**src/rtl/core/bmpp_pkg.sv**
```systemverilog
// Package for the bitmap pixel depth packer: format codes, register indexes,
// constants and the byte burst type shared by the core and its pixel unit.
// No dependencies.
package bmpp_pkg;

  localparam int MAX_WIDTH_DEF = 4096;
  localparam int WIDTH_W       = 13;
  localparam int FMT_W         = 2;
  localparam int CFG_IDX_W     = 1;
  localparam int CFG_DATA_W    = WIDTH_W;

  localparam logic [CFG_IDX_W-1:0] CFG_OUT_FORMAT  = 1'd0;
  localparam logic [CFG_IDX_W-1:0] CFG_IMAGE_WIDTH = 1'd1;

  localparam logic [FMT_W-1:0]   FMT_RESET      = 2'd1;
  localparam logic [WIDTH_W-1:0] WIDTH_RESET    = 13'd1;

  localparam logic [7:0]  GRAY_THRESHOLD = 8'd125;
  localparam logic [10:0] DIV3_RECIP     = 11'd683;
  localparam int          DIV3_SHIFT     = 11;

  // Bytes caused by one pixel: up to three data bytes followed by padding.
  typedef struct packed {
    logic [2:0][7:0] data;
    logic [1:0]      n_data;
    logic [2:0]      n_total;
  } burst_t;

endpackage

```
**src/rtl/core/bmpp_if.sv**
```systemverilog
// Valid/ready channel interfaces for the bitmap pixel depth packer.
// Depends on nothing; one interface for pixels and one for row bytes.
interface bmpp_pixel_if;
  logic       valid;
  logic       ready;
  logic [7:0] blue;
  logic [7:0] green;
  logic [7:0] red;

  modport source (output valid, output blue, output green, output red, input ready);
  modport sink   (input valid, input blue, input green, input red, output ready);
endinterface

interface bmpp_byte_if;
  logic       valid;
  logic       ready;
  logic [7:0] out_byte;
  logic       is_padding;
  logic       last_of_item;

  modport source (output valid, output out_byte, output is_padding, output last_of_item,
                  input ready);
  modport sink   (input valid, input out_byte, input is_padding, input last_of_item,
                  output ready);
endinterface

```
**src/rtl/core/bitmap_pixel_depth_packer.sv**
```systemverilog
// Bitmap pixel depth packer: converts BGR pixels into bitmap row bytes at
// 1, 8 or 24 bits per pixel. Depends on bmpp_pkg, bmpp_if and bmpp_pixel_unit.
//
// Pixels enter an input register; the pixel unit turns each one into a burst
// of up to six bytes (data, then row padding), which a byte sequencer hands
// to the output register at one byte per clock unless the output stalls.
// The output port is thus the limiting resource: a pixel gives one byte in
// 8bpp, three in 24bpp and in 1bpp one only when it fills a byte or ends the
// row, plus up to three padding bytes at a row end. A pixel's bytes pass the
// input, burst and output registers in turn. A configuration write restarts
// the row and should be made only when the block is empty.
module bitmap_pixel_depth_packer import bmpp_pkg::*; #(
  parameter int MAX_WIDTH = MAX_WIDTH_DEF
) (
  input  logic                  clk,
  input  logic                  rst_n,
  bmpp_pixel_if.sink            in_px,
  bmpp_byte_if.source           out_bt,
  input  logic                  cfg_we,
  input  logic [CFG_IDX_W-1:0]  cfg_index,
  input  logic [CFG_DATA_W-1:0] cfg_wdata
);

  logic [FMT_W-1:0]   fmt_r;
  logic [WIDTH_W-1:0] width_r;
  logic               restart;

  logic       in_v_r;
  logic [7:0] blue_r, green_r, red_r;
  logic       adv;

  burst_t     burst_nxt, burst_r;
  logic [2:0] bcnt_r, bpos_r;
  logic       pop, burst_free;

  logic       out_v_r, pad_r, last_r;
  logic [7:0] byte_r;
  logic [7:0] byte_nxt;
  logic       pad_nxt;

  assign restart = cfg_we && (cfg_index == CFG_OUT_FORMAT || cfg_index == CFG_IMAGE_WIDTH);

  always_ff @(posedge clk) begin
    if (!rst_n) begin
      fmt_r   <= FMT_RESET;
      width_r <= WIDTH_RESET;
    end else if (cfg_we) begin
      unique case (cfg_index)
        CFG_OUT_FORMAT:  fmt_r   <= cfg_wdata[FMT_W-1:0];
        CFG_IMAGE_WIDTH: width_r <= cfg_wdata;
        default: ;
      endcase
    end
  end

  assign pop        = (bcnt_r != 3'd0) && (!out_v_r || out_bt.ready);
  assign burst_free = (bcnt_r == 3'd0) || (bcnt_r == 3'd1 && pop);
  assign adv        = in_v_r && burst_free;
  assign in_px.ready = !in_v_r || adv;

  always_ff @(posedge clk) begin
    if (!rst_n) begin
      in_v_r <= 1'b0;
    end else if (in_px.ready) begin
      in_v_r <= in_px.valid;
    end
  end

  always_ff @(posedge clk) begin
    if (in_px.ready && in_px.valid) begin
      blue_r  <= in_px.blue;
      green_r <= in_px.green;
      red_r   <= in_px.red;
    end
  end

  bmpp_pixel_unit #(
    .MAX_WIDTH(MAX_WIDTH)
  ) u_pixel (
    .clk        (clk),
    .rst_n      (rst_n),
    .restart    (restart),
    .advance    (adv),
    .out_format (fmt_r),
    .image_width(width_r),
    .blue       (blue_r),
    .green      (green_r),
    .red        (red_r),
    .burst      (burst_nxt)
  );

  always_ff @(posedge clk) begin
    if (!rst_n) begin
      bcnt_r <= '0;
      bpos_r <= '0;
    end else if (adv) begin
      bcnt_r <= burst_nxt.n_total;
      bpos_r <= '0;
    end else if (pop) begin
      bcnt_r <= bcnt_r - 3'd1;
      bpos_r <= bpos_r + 3'd1;
    end
  end

  always_ff @(posedge clk) begin
    if (adv) begin
      burst_r <= burst_nxt;
    end
  end

  assign pad_nxt  = bpos_r >= {1'b0, burst_r.n_data};
  assign byte_nxt = pad_nxt ? 8'h00 : burst_r.data[bpos_r[1:0]];

  always_ff @(posedge clk) begin
    if (!rst_n) begin
      out_v_r <= 1'b0;
    end else if (pop) begin
      out_v_r <= 1'b1;
    end else if (out_bt.ready) begin
      out_v_r <= 1'b0;
    end
  end

  always_ff @(posedge clk) begin
    if (pop) begin
      byte_r <= byte_nxt;
      pad_r  <= pad_nxt;
      last_r <= (bcnt_r == 3'd1);
    end
  end

  assign out_bt.valid        = out_v_r;
  assign out_bt.out_byte     = byte_r;
  assign out_bt.is_padding   = pad_r;
  assign out_bt.last_of_item = last_r;

  a_burst_bound: assert property (@(posedge clk) disable iff (!rst_n)
    bcnt_r <= 3'd6)
    else $error("burst count beyond six bytes");

  a_pad_zero: assert property (@(posedge clk) disable iff (!rst_n)
    out_v_r && pad_r |-> byte_r == 8'h00)
    else $error("padding byte is not zero");

  a_empty_takes: assert property (@(posedge clk) disable iff (!rst_n)
    bcnt_r == 3'd0 |-> in_px.ready)
    else $error("input stalled while no burst is pending");

  a_last_reload: assert property (@(posedge clk) disable iff (!rst_n)
    pop && bcnt_r == 3'd1 && !adv |=> bcnt_r == 3'd0 && out_v_r && last_r)
    else $error("final byte of a transaction not marked");

endmodule

```
**src/rtl/core/bmpp_pixel_unit.sv**
```systemverilog
// Row state and per-pixel conversion: gray value, 1bpp bit packing and
// row end padding. Depends on bmpp_pkg.
module bmpp_pixel_unit import bmpp_pkg::*; #(
  parameter int MAX_WIDTH = MAX_WIDTH_DEF
) (
  input  logic               clk,
  input  logic               rst_n,
  input  logic               restart,
  input  logic               advance,
  input  logic [FMT_W-1:0]   out_format,
  input  logic [WIDTH_W-1:0] image_width,
  input  logic [7:0]         blue,
  input  logic [7:0]         green,
  input  logic [7:0]         red,
  output burst_t             burst
);

  localparam int CNT_W = $clog2(MAX_WIDTH);
  localparam int CMP_W = ((CNT_W > WIDTH_W) ? CNT_W : WIDTH_W) + 1;
  localparam logic [CMP_W-1:0] MAX_W_C = CMP_W'(MAX_WIDTH);

  logic [CNT_W-1:0]   col_r, col_nxt;
  logic [7:0]         acc_r, acc_nxt;
  logic [2:0]         bpos_r, bpos_nxt;
  logic [WIDTH_W-1:0] eff_w;
  logic               row_end;
  logic [9:0]         sum;
  logic [20:0]        prod;
  logic [7:0]         gray;
  logic [7:0]         acc_set;
  logic [1:0]         row_low;
  logic [WIDTH_W-1:0] w_plus7;
  logic [1:0]         pad;

  always_comb begin
    if (image_width == '0) begin
      eff_w = WIDTH_W'(1);
    end else if ({{(CMP_W-WIDTH_W){1'b0}}, image_width} > MAX_W_C) begin
      eff_w = MAX_W_C[WIDTH_W-1:0];
    end else begin
      eff_w = image_width;
    end
  end

  assign row_end = ({{(CMP_W-CNT_W){1'b0}}, col_r} + CMP_W'(1))
                   >= {{(CMP_W-WIDTH_W){1'b0}}, eff_w};

  assign sum  = {2'b00, blue} + {2'b00, green} + {2'b00, red};
  assign prod = {11'd0, sum} * {10'd0, DIV3_RECIP};
  assign gray = prod[DIV3_SHIFT +: 8];

  assign acc_set = acc_r | ((gray > GRAY_THRESHOLD) ? (8'h80 >> bpos_r) : 8'h00);
  assign w_plus7 = eff_w + WIDTH_W'(7);

  always_comb begin
    burst    = '0;
    acc_nxt  = acc_r;
    bpos_nxt = bpos_r;
    if (out_format[1]) begin
      burst.data   = {red, green, blue};
      burst.n_data = 2'd3;
      row_low      = eff_w[1:0] + {eff_w[0], 1'b0};
    end else if (out_format[0]) begin
      burst.data[0] = gray;
      burst.n_data  = 2'd1;
      row_low       = eff_w[1:0];
    end else begin
      row_low = w_plus7[4:3];
      if (bpos_r == 3'd7 || row_end) begin
        burst.data[0] = acc_set;
        burst.n_data  = 2'd1;
        acc_nxt       = '0;
        bpos_nxt      = '0;
      end else begin
        acc_nxt  = acc_set;
        bpos_nxt = bpos_r + 3'd1;
      end
    end
    pad           = row_end ? (2'd0 - row_low) : 2'd0;
    burst.n_total = {1'b0, burst.n_data} + {1'b0, pad};
    col_nxt       = row_end ? '0 : col_r + CNT_W'(1);
  end

  always_ff @(posedge clk) begin
    if (!rst_n || restart) begin
      col_r  <= '0;
      acc_r  <= '0;
      bpos_r <= '0;
    end else if (advance) begin
      col_r  <= col_nxt;
      acc_r  <= acc_nxt;
      bpos_r <= bpos_nxt;
    end
  end

endmodule

```
**src/flat_wrapper.sv**
```systemverilog
// flat-port wrapper written by rule: the top's interface ports become plain ports
module bitmap_pixel_depth_packer_flat import bmpp_pkg::*;
#(
  parameter int MAX_WIDTH = MAX_WIDTH_DEF
)
  (clk, rst_n, cfg_we, cfg_index, cfg_wdata, in_px_valid, in_px_blue, in_px_green, in_px_red, in_px_ready, out_bt_valid, out_bt_out_byte, out_bt_is_padding, out_bt_last_of_item, out_bt_ready);
  bmpp_pixel_if in_px_i ();
  bmpp_byte_if out_bt_i ();
  input  logic clk;
  input  logic rst_n;
  input  logic cfg_we;
  input  logic [CFG_IDX_W-1:0] cfg_index;
  input  logic [CFG_DATA_W-1:0] cfg_wdata;
  input wire logic [$bits(in_px_i.valid)-1:0] in_px_valid;
  input wire logic [$bits(in_px_i.blue)-1:0] in_px_blue;
  input wire logic [$bits(in_px_i.green)-1:0] in_px_green;
  input wire logic [$bits(in_px_i.red)-1:0] in_px_red;
  output wire logic [$bits(in_px_i.ready)-1:0] in_px_ready;
  output wire logic [$bits(out_bt_i.valid)-1:0] out_bt_valid;
  output wire logic [$bits(out_bt_i.out_byte)-1:0] out_bt_out_byte;
  output wire logic [$bits(out_bt_i.is_padding)-1:0] out_bt_is_padding;
  output wire logic [$bits(out_bt_i.last_of_item)-1:0] out_bt_last_of_item;
  input wire logic [$bits(out_bt_i.ready)-1:0] out_bt_ready;
  assign in_px_i.valid = in_px_valid;
  assign in_px_i.blue = in_px_blue;
  assign in_px_i.green = in_px_green;
  assign in_px_i.red = in_px_red;
  assign in_px_ready = in_px_i.ready;
  assign out_bt_valid = out_bt_i.valid;
  assign out_bt_out_byte = out_bt_i.out_byte;
  assign out_bt_is_padding = out_bt_i.is_padding;
  assign out_bt_last_of_item = out_bt_i.last_of_item;
  assign out_bt_i.ready = out_bt_ready;
  bitmap_pixel_depth_packer #(.MAX_WIDTH(MAX_WIDTH)) u_core (.clk(clk), .rst_n(rst_n), .in_px(in_px_i), .out_bt(out_bt_i), .cfg_we(cfg_we), .cfg_index(cfg_index), .cfg_wdata(cfg_wdata));
endmodule
```
**config.mk**
```make
export PLATFORM = sky130hd
export DESIGN_NAME = bitmap_pixel_depth_packer_flat
export DESIGN_NICKNAME = d
export VERILOG_FILES = /design/src/rtl/core/bmpp_pkg.sv /design/src/rtl/core/bmpp_if.sv /design/src/rtl/core/bitmap_pixel_depth_packer.sv /design/src/rtl/core/bmpp_pixel_unit.sv /design/src/flat_wrapper.sv
export SDC_FILE = /design/constraint.sdc
export NUM_CORES = 1
export LEC_CHECK = 0
export BUFFER_PORTS_ARGS = -buffer_cell sky130_fd_sc_hd__buf_2
export CORE_UTILIZATION = 46
export CTS_CLUSTER_DIAMETER = 40
export DETAILED_ROUTE_END_ITERATION = 6
export PLACE_DENSITY = 0.6
export SYNTH_ARGS = -nofsm -noshare
export SYNTH_HDL_FRONTEND = slang
export SYNTH_SLANG_ARGS = --single-unit
```
**constraint.sdc**
```tcl
create_clock -name clk -period 8 [get_ports clk]
set_input_delay 0.8 -clock clk [delete_from_list [all_inputs] [get_ports clk]]
set_output_delay 0.8 -clock clk [all_outputs]
set_load 0.005 [all_outputs]
```
==> impl.org, run 1 <==
** Clock network
- Clock tree synthesis selected as its root buffer the cell sky130_fd_sc_hd__clkbuf_16.
- TritonCTS built the clock tree.
- Maximum count of clock buffers along a single path :: 2
- For this design, the CTS-stage hold fixing added 0 buffers.
- CTS HTree Levels :: 3
- The clock reaches the later pin of the worst-skew pair after 0.36 ns.
- Clock buffer count from CTS :: 9
- The number of gates resized after CTS was 0.
- In this run the post-CTS setup repair buffer count came out at 0.
- Clock slew at reported path FFs :: 0.08 ns
- Clock tree synthesis found a total of 106 sinks.

** Timing
- For the pin with the worst max-slew slack, the measured transition is 1.17 ns.
- WHS :: 0.465 ns
- The worst pin sits at a relative slew slack of 0.221.
- Static timing analysis puts the maximum clock frequency at 0.135 GHz.
- Layout Skew :: 0.0101 ns
- Min cycle time layout :: 7.39 ns
- Setup repair after global routing left no endpoint under its margin.
- The final number of hold-violating endpoints came to 0.
- Post-Route Setup TNS :: 0 ns
- Setup violations remaining at the end of the flow were counted as 0.
- Final period util :: 0.924
- Final Max Slew Viols :: 0

** Logic synthesis
- Synth Net Count :: 923
- The share of the Yosys chip area taken by registers is 0.363.
- Dominant synthesized flop cell :: sky130_fd_sc_hd__edfxtp_1
- Of all flip-flops after synthesis, the portion carrying an async set or reset was 0.
- Area share of the largest cell type after synthesis :: 0.240
- The largest total area in the synthesized netlist belongs to sky130_fd_sc_hd__edfxtp_1.
- Yosys warnings :: 0
- Register bit total from synthesis :: 106
- Synthesis instantiated 71 different standard cells from the library.
- Post-synthesis area per instance :: 9.91 um^2
- Synthesis handed over a netlist of 756 instances.
- Number of enable flip-flop cells after synthesis :: 60
- By area the synthesized netlist is led by sky130_fd_sc_hd__edfxtp_1 (24%), sky130_fd_sc_hd__ha_1 (16%), sky130_fd_sc_hd__dfxtp_1 (12%), sky130_fd_sc_hd__fa_1 (8.3%), sky130_fd_sc_hd__nand2_1 (4.1%).
- The cell area that synthesis handed to floorplanning was 7490 um^2.

** Critical path
- Largest stage delay, worst path :: 0.52 ns
- Worst path slowest cell :: sky130_fd_sc_hd__fa_1
- For the worst setup path, the data arrival time is 7.54 ns.
- Across all register-to-register paths, the minimum setup slack is 0.61 ns.
- Startpoint type of the worst setup path :: flop
- Nature of the critical path endpoint :: flop
- Launching point of the worst reg2reg path :: u_core.red_r[2]
- Number of cells traversed by the worst register-to-register path :: 26
- The most critical setup path has its startpoint at u_core.red_r[2].
- Data on the critical path is required at its endpoint by 8.16 ns.
- In this run the critical register-to-register path is captured at u_core.burst_r[8].
- The worst setup path is of the flop to flop kind.
- In this run the worst path has a maximum fanout of 7.

** Route
- DRC viols :: 0
- Final WL :: 16,500 um
- The first TritonRoute pass finished after 5 iterations.
- Residual antenna-violating net count after detailed routing :: 0
- The detailed router finished its first iteration with 266 violations.
- After detailed routing, the average wire length per cell comes to 16.2 um.
- Routed via count divided by cell count :: 5.40
- The detailed router placed 5,521 vias in this run.

** GRT
- Global-route wire length before repair :: 27,100 um
- Overflow after GRT :: 0
- Antenna violations before repair :: 0
- Number of global-route vias before repair :: 5,449
- Pin count of the biggest net entering global routing :: 42
- For this run, the total global-route usage over all layers was measured as 0.212.

** Job
- The tool flagged a number of max-cap violations equal to 0.

** Finish
- The number of antenna diodes in the final layout is 0.
- From synthesis to final layout, the design area changed by 10.1%.
- After the last flow step, the layout net total stands at 969.
- Fill cell total of the finished layout :: 1,464
- Total non-filler cell area in the finished layout :: 8250 um^2
- Share of layout cells above drive strength 1 :: 0.115

** Placement
- Placed wire-length estimate after detailed placement :: 13,200 um
- Summing all placed instances gives a cell area of 7960 um^2.
- The count of buffers added on input and output ports is 54.
- At the end of routability-driven placement, the weighted congestion stood at 0.891.

** Hold path
- The min-delay analysis places its worst path in the category flop to flop.
- The startpoint identified for the worst hold timing path is u_core.u_pixel.acc_r[0].
- Hold Path Cell Cnt :: 1
- For hold timing, the worst endpoint is u_core.u_pixel.acc_r[0].

** Floorplan
- Number of I/O pins :: 55
- Vertical die dimension :: 130 um
- The region available for standard cell placement spans 15,900 um^2.
- Overall die area :: 16,800 um^2
- The initialized floorplan defines 46 standard-cell rows.
- In this run the horizontal extent of the chip is 130 um.
- For this configuration, the core starts out at a cell density of 0.472.

** Run status
- The run finished with clean final reports.
how the worst max path moves through the flow:
stage | depth (start not counted) | endpoint
2_1_floorplan | 26 | u_core.burst_r[6]
3_3_place_gp | 26 | u_core.burst_r[11]
3_5_place_dp | 26 | u_core.burst_r[8]
4_1_cts | 31 | u_core.burst_r[8]
5_1_grt | 31 | u_core.burst_r[8]
6_report | 26 | u_core.burst_r[8]
routing by layer:
metal	share of wire	up-vias	global-route usage
li1	-	2744	-
met1	0.47	2636	0.281
met2	0.47	126	0.351
met3	0.047	15	0.0372
met4	0.013	0	0.0670
met5	0	-	0
cell usage after synthesis, types with 16 or more instances:
master and count:
sky130_fd_sc_hd__ha_1 93, sky130_fd_sc_hd__nand2_1 81, sky130_fd_sc_hd__inv_1 80, sky130_fd_sc_hd__edfxtp_1 60, sky130_fd_sc_hd__a21oi_1 50, sky130_fd_sc_hd__dfxtp_1 46, sky130_fd_sc_hd__nor2_1 39, sky130_fd_sc_hd__o21ai_0 32
sky130_fd_sc_hd__fa_1 31, sky130_fd_sc_hd__and2_1 21, sky130_fd_sc_hd__a21boi_0 17, sky130_fd_sc_hd__clkbuf_1 16, sky130_fd_sc_hd__xnor2_1 16
cell usage in the layout, fill, tap and decap left out, drive strengths merged, types with 6 or more instances in the layout:
cell type and instances:
a21boi 18, a21oi 52, a31oi 6, and2 23, and3 16, buf 57, clkbuf 9, dfxtp 46
edfxtp 60, fa 31, ha 93, inv 83, mux2i 12, nand2 81, nand2b 8, nand3b 10
nor2 39, nor2b 10, nor4 7, o21ai 38, xnor2 17, xor2 13
critical path: cells and delay by family (launching register included):
| family | cells | cell delay (ns) |
|---|---|---|
| AND/OR/NAND/NOR | 1 | 0.41 |
| buffers and inverters | 3 | 0.24 |
| adder cells (fa/ha/maj) | 8 | 3.31 |
| AO/OA/AOI/OAI | 12 | 2.38 |
| flip-flops | 1 | 0.42 |
| XOR/XNOR | 2 | 0.43 |
per-stage QoR:
step                 util  instances  worst slack, ns
global route        0.519       1023           0.0974
finish              0.519       1023            0.612
global placement    0.501       1007            0.923
CTS                 0.519       1023            0.620
floorplan               -        756             1.26
detailed placement  0.501       1007            0.646
logic make-up (layout without fill, tap and decap cells):
family                   Yosys count  count (layout)  share of synthesized area
adder cells (fa/ha/maj)          124             124                      0.238
AO/OA/AOI/OAI                    165             165                      0.148
AND/OR/NAND/NOR                  217             217                      0.146
buffers and inverters            102             153                     0.0523
XOR/XNOR                          30              30                     0.0361
flip-flops                       106             106                      0.363
multiplexers                      12              12                     0.0160
state kept, by name, summed over array words and instances, names as in the netlist:
| name | flops |
|---|---|
| u_core.red_r | 8 |
| u_core.fmt_r | 2 |
| u_core.in_v_r | 1 |
| u_core.u_pixel.acc_r | 8 |
| u_core.bpos_r | 3 |
| u_core.out_bt.valid | 1 |
| u_core.width_r | 13 |
| u_core.out_bt.out_byte | 8 |
| u_core.green_r | 8 |
| u_core.u_pixel.col_r | 12 |
| u_core.out_bt.is_padding | 1 |
| u_core.blue_r | 8 |
| u_core.bcnt_r | 3 |
| u_core.out_bt.last_of_item | 1 |
| u_core.burst_r | 26 |
| u_core.u_pixel.bpos_r | 3 |
layout make-up:
class	count	area [um^2]	area share
inverters	80	300	0.0364
clock buffers	9	225	0.0273
repair buffers	57	293	0.0355
multi-input cells	548	4380	0.531
flip-flops and latches	106	2720	0.330
well taps	216	270	0.0328
clock inverters	7	62.6	0.00758
Power of run 1 is left out: the tool's default activity adds up to more than one toggle a clock period on the data nets, which glitch-free logic cannot reach.
==> run 2, diff against run 1 <==
- REMOVE_ABC_BUFFERS: not set -> 1
==> impl.org, run 2 (synthesized netlist as in run 1, its figures left out) <==
** Clock network
- The post-cts hold buffer count was 0 (unchanged).
- Number of sinks on the clock net :: 106 (unchanged)
- Setup Fix Bufs, Post-CTS :: 0 (unchanged)
- Cell chosen for the clock root :: sky130_fd_sc_hd__clkbuf_16
- The number of cells upsized or downsized after cts came to 0 (unchanged).
- Clock latency reported for the late side of the worst-skew pair :: 0.35 ns (about the same)
- The buffer levels on the longest clock path was 2 (unchanged).
- The CTS buffer count came to 9 (unchanged).
- TritonCTS built the clock tree.
- Clock slew at reported path FFs :: 0.07 ns (about the same)
- CTS HTree Levels :: 3 (unchanged)

** Finish
- Post-layout net count :: 969 (unchanged)
- Biggest register :: u_core.burst_r
- The flip-flop count of the largest register after layout came to 26 (unchanged).
- Compared with the post-synthesis result, the final layout area differs by 10.6%.
- Biggest regs :: u_core.burst_r x26, u_core.width_r x13, u_core.u_pixel.col_r x12
- Count of antenna diodes in the layout :: 0 (unchanged)
- In the layout the commonest cells are sky130_fd_sc_hd__ha_1 (93), sky130_fd_sc_hd__nand2_1 (81), sky130_fd_sc_hd__inv_1 (80).
- The number of fillers in the final layout came to 1,487 (+1.6%).
- Share of layout cells above drive strength 1 :: 0.115 (unchanged)
- Most common cell after layout, fill and taps aside :: sky130_fd_sc_hd__ha_1

** Critical path
- The data arrival time of the critical path came to 7.59 ns (+0.05 ns).
- The critical path starts at u_core.green_r[1].
- Worst path top cell family by delay :: adder cells
- Startpoint type of the worst setup path :: flop
- Nature of the critical path endpoint :: flop
- The largest stage delay on the critical path came to 0.52 ns (about the same).
- The peak fanout along the critical path is 7 (unchanged).
- On the critical path, the stage with the largest delay is an instance of sky130_fd_sc_hd__fa_1.
- Launching point of the worst reg2reg path :: u_core.green_r[1]
- CP Data Required Time :: 8.13 ns (-0.03 ns)
- Classification of the worst setup path :: flop to flop
- The buffering stage count on the worst path with inverters included came to 8 (+5).
- Cell repeated most along the worst path :: sky130_fd_sc_hd__inv_1

** GRT
- The first-pass GRT wire length came to 26,900 um (-0.89%).
- The total track usage is 0.209 (-0.00281).
- The total grt overflow is 0 (unchanged).
- The initial antenna violation count came to 0 (unchanged).
- The number of global-route vias before repair came to 5,360 (-1.6%).
- The pin count of the biggest net entering global routing was 42 (unchanged).

** Route
- The number of vias after detailed routing came to 5,449 (-1.3%).
- DRC viols :: 0 (unchanged)
- Final WL :: 16,400 um (-0.56%)
- The remaining antenna violation count is 0 (unchanged).
- The iteration count of the initial detailed-routing pass is 4 (-1).
- The detailed-route vias per instance was 5.33 (-1.3%).
- The routed length per instance came to 16.1 um (-0.56%).
- The DRC violation total after the first TritonRoute iteration is 311 (+17%).

** Timing
- The portion of the clock cycle consumed by the worst path in the final layout is 0.933 (+0.00910).
- The max-slew violation count came to 0 (unchanged).
- The relative max-transition margin is 0.231 (+0.0103).
- The final-report setup violation count was 0 (unchanged).
- Min cycle time layout :: 7.46 ns (+0.0728 ns)
- The transition time at the pin with the least slew margin was 1.15 ns (-0.0155 ns).
- Post-Route Setup TNS :: 0 ns (unchanged)
- RSZ-0062 raised after global routing :: false
- Count of final hold-check violations :: 0 (unchanged)
- The achievable clock frequency came to 0.134 GHz (-0.98%).
- Layout Skew :: 0.00996 ns (-0.000161 ns)

** Floorplan
- Starting density of the core :: 0.472 (unchanged)
- Overall die area :: 16,800 um^2 (unchanged)
- The total core area is 15,900 um^2 (unchanged).
- Number of I/O pins :: 55 (unchanged)
- The floorplan row count is 46 (unchanged).
- The die extent in x came to 130 um (unchanged).
- The die height is 130 um (unchanged).

** Job
- The number of maximum-capacitance constraint violations is 0 (unchanged).

** Hold path
- The path class of the tightest hold or removal check is flop to flop.
- The startpoint identified for the worst hold timing path is u_core.u_pixel.acc_r[5].

** Placement
- The routability-driven placement congestion ratio came to 0.841 (-5.5%).
- # port buffers :: 54 (unchanged)
- Placed wire-length estimate after detailed placement :: 13,100 um (-0.75%)

** Run status
- The run finished with clean final reports.
## run 2: cell types whose count changed in the layout (fill, tap and decap cells not counted)
cell                         change
sky130_fd_sc_hd__bufinv_16       +2
sky130_fd_sc_hd__inv_6           -1
sky130_fd_sc_hd__clkinv_8        -1
sky130_fd_sc_hd__clkinv_2        -1
sky130_fd_sc_hd__clkinvlp_4      +1
## run 2: final timing paths
kind	slack (ns)	to	cells after the start
worst max-delay path	0.54	u_core.burst_r[11]	31
worst min-delay path	0.46	u_core.u_pixel.acc_r[5]	2
worst max register to register	0.54	u_core.burst_r[11]	31
worst min register to register	0.46	u_core.u_pixel.acc_r[5]	2
## run 2: metrics by stage
| stage | util | hold WS (ns) | setup WS, ns | instances | instance area, um^2 |
|---|---|---|---|---|---|
| after floorplan | - | 0.417 | 1.25 | 734 | 7400 |
| after global placement | 0.501 | 0.433 | 0.888 | 1007 | 7960 |
| after detailed placement | 0.501 | 0.446 | 0.564 | 1007 | 7960 |
| after CTS | 0.522 | 0.462 | 0.530 | 1023 | 8290 |
| after global routing | 0.522 | 0.483 | 0.136 | 1023 | 8290 |
| final | 0.522 | 0.463 | 0.539 | 1023 | 8290 |
## run 2: per-layer routing
layer  wire (um)  part of all wire  track usage
met4         291             0.018       0.0663
met1        7920              0.48        0.287
met2        7700              0.47        0.338
met5           0                 0            0
met3         525             0.032       0.0306
## run 2: area by class of cell
cell class / count / area (um^2) / area share
well taps: 216 / 270 / 0.0326
inverters: 80 / 300 / 0.0362
repair buffers: 57 / 293 / 0.0353
flip-flops and latches: 106 / 2720 / 0.328
clock buffers: 9 / 225 / 0.0272
multi-input cells: 548 / 4380 / 0.528
clock inverters: 7 / 100 / 0.0121
## run 2: tightest hold or removal path: cells and delay by family, from the launching register on
kind | cells | cell delay (ns)
compound gates | 1 | 0.06
flops | 1 | 0.33
simple gates | 1 | 0.04
Power of run 2 is left out for the same reason.
==> run 3, diff against run 2 <==
--- a/config.mk
+++ b/config.mk
@@ -8,6 +8,8 @@
 export BUFFER_PORTS_ARGS = -buffer_cell sky130_fd_sc_hd__buf_2
-export CORE_UTILIZATION = 46
+export CELL_PAD_IN_SITES_DETAIL_PLACEMENT = 1
+export CELL_PAD_IN_SITES_GLOBAL_PLACEMENT = 2
+export CORE_UTILIZATION = 25
 export CTS_CLUSTER_DIAMETER = 40
 export DETAILED_ROUTE_END_ITERATION = 6
-export PLACE_DENSITY = 0.6
+export PLACE_DENSITY = 0.51
 export REMOVE_ABC_BUFFERS = 1
==> constraint.sdc (replaced) <==
create_clock -name clk -period 8 [get_ports clk]
set_input_delay 0.4 -clock clk [delete_from_list [all_inputs] [get_ports clk]]
set_output_delay 0.4 -clock clk [all_outputs]
set_load 0.005 [all_outputs]
==> impl.org, run 3 (synthesized netlist as in run 1, its figures left out) <==
** Clock network
- CTS HTree Levels :: 3 (unchanged)
- Cell chosen for the clock root :: sky130_fd_sc_hd__clkbuf_16
- The number of clock sinks was 106 (unchanged).
- The clock latency of the later-clocked register in the worst-skew pair was 0.36 ns (about the same).
- The post-cts hold buffer count came to 0 (unchanged).
- The clock slew seen by the registers of the worst setup and hold paths came to 0.08 ns (about the same).
- Maximum count of clock buffers along a single path :: 2 (unchanged)
- Clock buffer count from CTS :: 9 (unchanged)
- TritonCTS clock tree :: yes

** Timing
- The final-report setup violation count was 0 (unchanged).
- The final critical delay including setup and external delays was 7.42 ns (-0.0403 ns).
- Final period util :: 0.928 (-0.00504)
- Setup repair after global routing could not meet its margin everywhere.
- Final Max Slew Viols :: 0 (unchanged)
- The relative max-transition margin is 0.194 (-0.0374).
- The achievable clock frequency is 0.135 GHz (+0.54%).
- The final number of hold-violating endpoints was 0 (unchanged).
- Worst Tran Pin Value :: 1.21 ns (+0.0561 ns)
- Layout Skew :: 0.0150 ns (+0.00500 ns)

** GRT
- The first-pass GRT wire length was 33,500 um (+25%).
- The initial antenna violation count is 1 (+1).
- The total grt overflow was 0 (unchanged).
- Number of global-route vias before repair :: 6,108 (+14%)
- All-Layer GR Usage :: 0.140 (-0.0687)
- Pin count of the biggest net entering global routing :: 42 (unchanged)

** Route
- The detailed-route DRC error count is 0 (unchanged).
- The detailed-route vias per instance came to 4.67 (-12%).
- DR pass1 iterations :: 4 (unchanged)
- The number of vias after detailed routing was 5,599 (+2.8%).
- The total wirelength of the detailed-routed design came to 20,300 um (+24%).
- Drt first-iter violations :: 229 (-26%)
- Residual antenna-violating net count after detailed routing :: 0 (unchanged)
- The routed length per instance came to 17.0 um (+5.7%).

** Finish
- Leaving out fill and tap cells, the most frequent cell in the layout is sky130_fd_sc_hd__ha_1.
- The number of diodes added for antenna fixing came to 0 (unchanged).
- Share of layout cells above drive strength 1 :: 0.115 (-0.000143)
- The number of fillers in the final layout was 3,421 (+130%).
- Sequential cell area :: 2720 um^2 (unchanged)
- Ranked by flip-flop count, first place goes to u_core.burst_r.
- The area of the multi-input gates was 4390 um^2 (+0.17%).
- Post-layout net count :: 970 (+0.10%)
- The flip-flop count of the largest register after layout is 26 (unchanged).
- Total non-filler cell area in the finished layout :: 8470 um^2 (+2.2%)
- The largest registers in the layout are u_core.burst_r x26, u_core.width_r x13, u_core.u_pixel.col_r x12.
- The top cell types in the final layout, fill and taps aside, are sky130_fd_sc_hd__ha_1 (93), sky130_fd_sc_hd__nand2_1 (81), sky130_fd_sc_hd__inv_1 (80).
- From synthesis to final layout, the design area changed by 13.1%.

** Critical path
- Cell repeated most along the worst path :: sky130_fd_sc_hd__inv_1
- Worst path slowest cell :: sky130_fd_sc_hd__fa_1
- The peak fanout along the critical path is 7 (unchanged).
- Classification of the worst setup path :: flop to flop
- CP Data Required Time :: 8.15 ns (+0.02 ns)
- Nature of the critical path endpoint :: flop
- Startpoint type of the worst setup path :: flop
- The largest stage delay on the critical path is 0.54 ns (+0.02 ns).
- The data arrival time of the critical path came to 7.57 ns (-0.02 ns).

** Floorplan
- The number of top-level design ports came to 55 (unchanged).
- The floorplan row count is 63 (+37%).
- Starting density of the core :: 0.253 (-0.218)
- Overall die area :: 30,700 um^2 (+83%)
- The total core area is 29,600 um^2 (+86%).
- The die height is 175 um (+35%).
- Overall die width :: 175 um (+35%)

** Placement
- The routability-driven placement congestion ratio came to 0.807 (-4.1%).
- The number of input and output port buffers inserted is 54 (unchanged).
- Placed Area :: 8180 um^2 (+2.7%)
- The HPWL reported at the end of detailed placement came to 16,500 um (+26%).

** Hold path
- Worst min path class :: input pin to flop

** Job
- The number of maximum-capacitance constraint violations was 0 (unchanged).

** Run status
- Run status :: complete, no violations
==> run 3: per-stage QoR <==
| step | std cells | setup WS [ns] | util | hold WS, ns | TNS, ns |
|---|---|---|---|---|---|
| final | 1198 | 0.579 | 0.287 | 0.212 | 0 |
| after global placement | 1181 | 0.799 | 0.277 | 0.436 | 0 |
| after detailed placement | 1181 | 0.516 | 0.277 | 0.446 | 0 |
| after global routing | 1198 | -0.00900 | 0.287 | 0.195 | -0.00900 |
| after CTS | 1197 | 0.479 | 0.286 | 0.197 | 0 |
| after floorplan | 734 | 1.25 | - | 0.417 | 0 |
==> run 3: metal layers <==
| layer | wire length (um) | global-route usage | up-vias |
|---|---|---|---|
| met5 | 14 | 0 | - |
| met4 | 207 | 0.0348 | 2 |
| met3 | 376 | 0.0161 | 15 |
| met2 | 9410 | 0.229 | 58 |
| met1 | 10300 | 0.196 | 2776 |
| li1 | - | - | 2748 |
==> run 3: critical path, delay by kind of cell (launching register included) <==
family	cells	cell delay [ns]
AO/OA/AOI/OAI	8	1.53
XOR/XNOR	2	0.39
adder cells (fa/ha/maj)	9	3.47
buffers and inverters	8	0.59
flip-flops	1	0.41
AND/OR/NAND/NOR	4	0.81
==> run 3: layout make-up <==
type / instances / area share
Multi-Input combinational cell: 548 / 0.517
Clock inverter: 5 / 0.00532
Inverter: 80 / 0.0354
Clock buffer: 11 / 0.0275
Timing Repair Buffer: 58 / 0.0354
Tap cell: 390 / 0.0576
Sequential cell: 106 / 0.321
==> run 3: worst paths after layout <==
path / start / end / slack [ns] / cells after the start
max: u_core.green_r[1] / u_core.burst_r[7] / 0.58 / 31
min: in_px_green[4] / u_core.green_r[4] / 0.21 / 1
max reg2reg: u_core.green_r[1] / u_core.burst_r[7] / 0.58 / 31
min reg2reg: u_core.u_pixel.acc_r[5] / u_core.u_pixel.acc_r[5] / 0.46 / 2
==> run 3: timing repair <==
action | CTS | global route
setup buffers | 0 | 1
setup endpoints to repair | 0 | 2
resized for setup | 0 | 1
Power of run 3 is left out for the same reason.
